## config.mk

```make
export PLATFORM = sky130hd
export DESIGN_NAME = bfi_front
export DESIGN_NICKNAME = d
export VERILOG_FILES = /design/src/hdl/bfi_pkg.sv /design/src/hdl/bfi_front.sv
export SDC_FILE = /design/constraint.sdc
export NUM_CORES = 1
export LEC_CHECK = 0
export ABC_AREA = 0
export BUFFER_PORTS_ARGS = -buffer_cell sky130_fd_sc_hd__buf_4
export CORE_AREA = 3 3 84 86
export CTS_BUF_LIST = sky130_fd_sc_hd__clkbuf_8
export CTS_CLUSTER_DIAMETER = 120
export DETAILED_ROUTE_END_ITERATION = 16
export DIE_AREA = 0 0 87 89
export PLACE_DENSITY_LB_ADDON = 0.12
export SLEW_MARGIN = 10
export SYNTH_ARGS = -nofsm -noshare
export SYNTH_HDL_FRONTEND = slang
export SYNTH_SLANG_ARGS = --single-unit
```

## constraint.sdc

```tcl
create_clock -name clk -period 3.49 [get_ports clk]
set_clock_uncertainty 0.2 [all_clocks]
set_input_delay 0.349 -clock clk [delete_from_list [all_inputs] [get_ports clk]]
set_output_delay 0.349 -clock clk [all_outputs]
set_load 0.05 [all_outputs]
```

## src/hdl/bfi_pkg.sv

```systemverilog
// Shared types and constants for the instruction executor.
// Used by bfi_front, bfi_back and the top level; no dependencies.
package bfi_pkg;

	localparam int TAPE_CELLS  = 4096;
	localparam int TAPE_AW     = $clog2(TAPE_CELLS);
	localparam int STACK_DEPTH = 64;
	localparam int STACK_AW    = $clog2(STACK_DEPTH);
	localparam int CNT_W       = STACK_AW + 1;
	localparam int POS_W       = 16;
	localparam int SKIP_W      = 16;

	localparam logic [7:0] TOK_RIGHT = 8'h3E; // >
	localparam logic [7:0] TOK_LEFT  = 8'h3C; // <
	localparam logic [7:0] TOK_INC   = 8'h2B; // +
	localparam logic [7:0] TOK_DEC   = 8'h2D; // -
	localparam logic [7:0] TOK_OUT   = 8'h2E; // .
	localparam logic [7:0] TOK_IN    = 8'h2C; // ,
	localparam logic [7:0] TOK_OPEN  = 8'h5B; // [
	localparam logic [7:0] TOK_CLOSE = 8'h5D; // ]

	localparam logic [2:0] ERR_NONE       = 3'd0;
	localparam logic [2:0] ERR_STRAY      = 3'd1;
	localparam logic [2:0] ERR_OPEN_SKIP  = 3'd2;
	localparam logic [2:0] ERR_INPUT_END  = 3'd3;
	localparam logic [2:0] ERR_TAPE_END   = 3'd4;
	localparam logic [2:0] ERR_STACK_FULL = 3'd5;

	typedef enum logic [3:0] {
		OP_NOP,
		OP_RIGHT,
		OP_LEFT,
		OP_INC,
		OP_DEC,
		OP_OUT,
		OP_IN,
		OP_OPEN,
		OP_CLOSE,
		OP_END
	} bfi_op_t;

	typedef struct packed {
		bfi_op_t            op;
		logic [POS_W-1:0]   next_position;
		logic [7:0]         in_byte;
		logic               in_available;
	} bfi_item_t;

	// back end to queue
	typedef struct packed {
		logic pop;
		logic clr_done;
	} bfi_back_stat_t;

endpackage

```

## src/hdl/bfi_front.sv

```systemverilog
// Front end: accepts input beats, decodes the token into an op and holds
// decoded items in a two-entry queue for the back end. Depends on bfi_pkg.
module bfi_front (
	input  logic                      clk,
	input  logic                      arst_n,
	input  logic                      in_valid,
	output logic                      in_ready,
	input  logic [7:0]                token,
	input  logic [bfi_pkg::POS_W-1:0] next_position,
	input  logic [7:0]                in_byte,
	input  logic                      in_available,
	input  logic                      program_end,
	output logic                      q_valid,
	output bfi_pkg::bfi_item_t        q_item,
	input  bfi_pkg::bfi_back_stat_t   stat
);
	import bfi_pkg::*;

	bfi_op_t   op;
	bfi_item_t dec_item;
	bfi_item_t ent_q [2];
	logic      wr_ptr_q;
	logic      rd_ptr_q;
	logic [1:0] cnt_q;
	logic      push;
	logic      pop;

	always_comb begin
		if (program_end) begin
			op = OP_END;
		end else begin
			case (token)
				TOK_RIGHT: op = OP_RIGHT;
				TOK_LEFT:  op = OP_LEFT;
				TOK_INC:   op = OP_INC;
				TOK_DEC:   op = OP_DEC;
				TOK_OUT:   op = OP_OUT;
				TOK_IN:    op = OP_IN;
				TOK_OPEN:  op = OP_OPEN;
				TOK_CLOSE: op = OP_CLOSE;
				default:   op = OP_NOP;
			endcase
		end
	end

	assign dec_item = '{op: op, next_position: next_position, in_byte: in_byte,
		in_available: in_available};

	// no beats taken while the tape is still being cleared
	assign in_ready = (cnt_q != 2'd2) && stat.clr_done;
	assign push     = in_valid && in_ready;
	assign pop      = stat.pop;
	assign q_valid  = (cnt_q != 2'd0);
	assign q_item   = ent_q[rd_ptr_q];

	always_ff @(posedge clk) begin
		if (push) begin
			ent_q[wr_ptr_q] <= dec_item;
		end
	end

	always_ff @(posedge clk or negedge arst_n) begin
		if (!arst_n) begin
			wr_ptr_q <= 1'b0;
			rd_ptr_q <= 1'b0;
			cnt_q    <= 2'd0;
		end else begin
			if (push) begin
				wr_ptr_q <= ~wr_ptr_q;
			end
			if (pop) begin
				rd_ptr_q <= ~rd_ptr_q;
			end
			case ({push, pop})
				2'b10:   cnt_q <= cnt_q + 2'd1;
				2'b01:   cnt_q <= cnt_q - 2'd1;
				default: cnt_q <= cnt_q;
			endcase
		end
	end
endmodule

```

==> results.toml <==
[worst_setup_path]
worst_r2r_path_depth = 4
cp.arrival_ns = 1.79
cp-end-kind = "primary output"
start_kind = "flop"
r2r_end = "ent_q[1][12]"
startpoint = "rd_ptr_q"
r2r_slack_ns = 1.31
critPathKind = "reg -> out"
crit_end = "q_item[13]"
cp_max_fo = 11
required_ns = 2.94
timing.rr.start = "cnt_q[0]"

[layout]
diodes = 0
final_area_um2 = 3471
finish.utilization_pct = 54.66
drive_gt1_share_pct = 46.22
synthToLayoutAreaGrowth_pct = 43.88
ff_latch_area_um2 = 1842
multi_input_comb_area_um2 = 543.0
n_fill_cell = 519
layout.nets = 273

[clock_network]
clock_latency_ns = 0.32
clk_pin_slew_worst_paths_ns = 0.06
cts_made_buffers = 9
clockBufferDepth = 2
ctsResizeCount = 0
cts_root_buffer = "clkbuf_8"
htreeDepth = 3
clkSinkCount = 62
post_cts_buffers = 0
cts_tree = "built"
hold_buffers = 17

[synth]
synth_cell_types = 26
avgSynthCellArea_um2 = 19.30
synth_seq_area_share_pct = 76.35
synth_cells = 125
synth-seq-cells = 62
yosysWarnings = 0
synth_area_um2 = 2412
synth_nets = 165

[floorplan]
rows = 29
core_area_um2 = 6350
initial_core_util_pct = 37.99
die_x_um = 87
ios = 70
die_h_um = 89
dieArea_um2 = 7743

[drt]
drc = 0
vias = 1458
routed_wl_um = 4764
drtIter0Drc = 63
detail-route-antenna-nets = 0
wl_per_cell_um = 15.12
via_per_inst = 4.629
firstDrtPassIters = 5

[pwr]
power_frac_clock_pct = 19.3
switching_share_pct = 39.22
seq_power_share_pct = 38.4
power_density_nw_per_um2 = 742.8
ir_drop_v = 0.0004930
p_sw_w = 0.001011
internal_power_w = 0.001567
p_comb_share_pct = 42.3
power_w = 0.002578
p_leak_nw = 1.352

[grt]
antenna_found_initial = 0
grt-ovfl-total = 0
grt_pass1_vias = 1565
grt_usage_pct = 13.33
grt_max_degree = 30
grt_pass1_wl_um = 7562

[placement]
numPortBuffers = 69
hpwl_um = 3314
postPlaceCellArea_um2 = 3044
place_congestion = 0.7394

[sta]
setup-tns-final_ns = 0
setup_viol = 0
hold_violations = 0
slew_headroom_pct = 53.30
holdWs_ns = 0.1473
rsz0062_at_grt = "false"
final.period_utilization_pct = 66.88
max_freq_mhz = 428.4
finalMaxSlewViolations = 0
fin_crit_ns = 2.334
worst-slew-pin-transition_ns = 0.7005

[status]
status = "finished clean"

[job]
max_cap_violations = 0

[worst_hold_path]
hp-class = "in -> reg"
## cells in the mapped netlist (all sizes together)
cell type	count	area share, %
a211oi	2	0.83
buf	3	0.62
dfrtp	4	4.1
and3b	1	0.36
and4b	2	0.83
mux2	29	14
edfxtp	58	72
inv	4	0.62
nor2	4	0.62
xor2	1	0.36
a41o	1	0.41
and4bb	1	0.52
nor3b	1	0.31
and3	1	0.26
a22oi	1	0.31
o211ai	1	0.52
nand2	1	0.16
a41oi	1	0.36
nand3b	1	0.31
xnor2	4	1.5
o21ai	2	0.41
a21boi	1	0.31
ha	1	0.52
## power groups by stage
stage	Combinational, W	Clock, W	Sequential [W]
after floorplan	0.000781	0	0.000977
after global placement	0.00107	0	0.00100
after detailed placement	0.00108	0	0.00101
after CTS	0.00110	0.000517	0.000994
after global routing	0.00115	0.000555	0.00100
final	0.00109	0.000497	0.000991
## worst min path at each step
| stage | from | end | slack, ns | depth (start not counted) |
|---|---|---|---|---|
| after floorplan | arst_n | cnt_q[0] | -0.15 | 0 |
| after global placement | arst_n | cnt_q[0] | -0.05 | 1 |
| after detailed placement | arst_n | cnt_q[1] | -0.05 | 1 |
| after CTS | next_position[9] | ent_q[1][18] | 0.0005 | 1 |
| after global routing | token[7] | ent_q[0][26] | 0.14 | 2 |
| final | token[7] | ent_q[1][26] | 0.15 | 2 |
## logic make-up (layout without fill, tap and decap cells)
kind of cell	after synthesis	after routing	share of synthesized area, %
mux	29	29	13.54
simple gates	12	12	3.371
buf+inv	7	120	1.244
xor+xnor	5	5	1.815
flops	62	62	76.35
compound gates	9	9	3.164
fa+ha+maj	1	1	0.5186
## metal layers
metal  part of all wire [%]  vias to the layer above  GRT usage (%)
li1                       -                      706              -
met1                     40                      706          15.29
met2                     53                       41          22.64
met3                    5.2                        5          4.055
met4                    1.0                        0          6.799
met5                      0                        -              0
## metrics by stage
step	setup WS [ns]	instances
detailed placement	1.297	272
floorplan	0.7797	125
CTS	1.107	305
finish	1.156	315
global route	1.045	315
global placement	1.383	272
## layout by cell type, fill, tap and decap left out
cell type / n
a211oi_1: 1
a211oi_2: 1
a21boi_1: 1
a22oi_1: 1
a41o_1: 1
a41oi_1: 1
and3_1: 1
and3b_1: 1
and4b_1: 2
and4bb_1: 1
buf_4: 73
clkbuf_8: 9
clkinv_1: 1
clkinv_2: 5
dfrtp_1: 4
dlygate4sd3_1: 27
edfxtp_1: 58
ha_1: 1
inv_1: 4
inv_2: 1
mux2_1: 10
mux2_2: 19
nand2_1: 1
nand3b_1: 1
nor2_1: 3
nor2_2: 1
nor3b_1: 1
o211ai_2: 1
o21ai_1: 2
xnor2_1: 4
xor2_1: 1
## area by class of cell
class	count	share of cell area (%)
Sequential cell	62	53.06
Timing Repair Buffer	100	23.58
Multi-Input combinational cell	56	15.65
Clock buffer	9	3.569
Tap cell	77	2.776
Clock inverter	7	0.9373
Inverter	4	0.4326
## critical path, cell delays in order (launching register included)
cell	delay, ns
dfrtp_1	0.62
buf_4	0.28
mux2_2	0.37
buf_4	0.19
## sequential cells by signal, summed over array words and instances (netlist names)
signal    count
ent_q        58
cnt_q         2
wr_ptr_q      1
rd_ptr_q      1
Power figures use the tool's default switching activity.
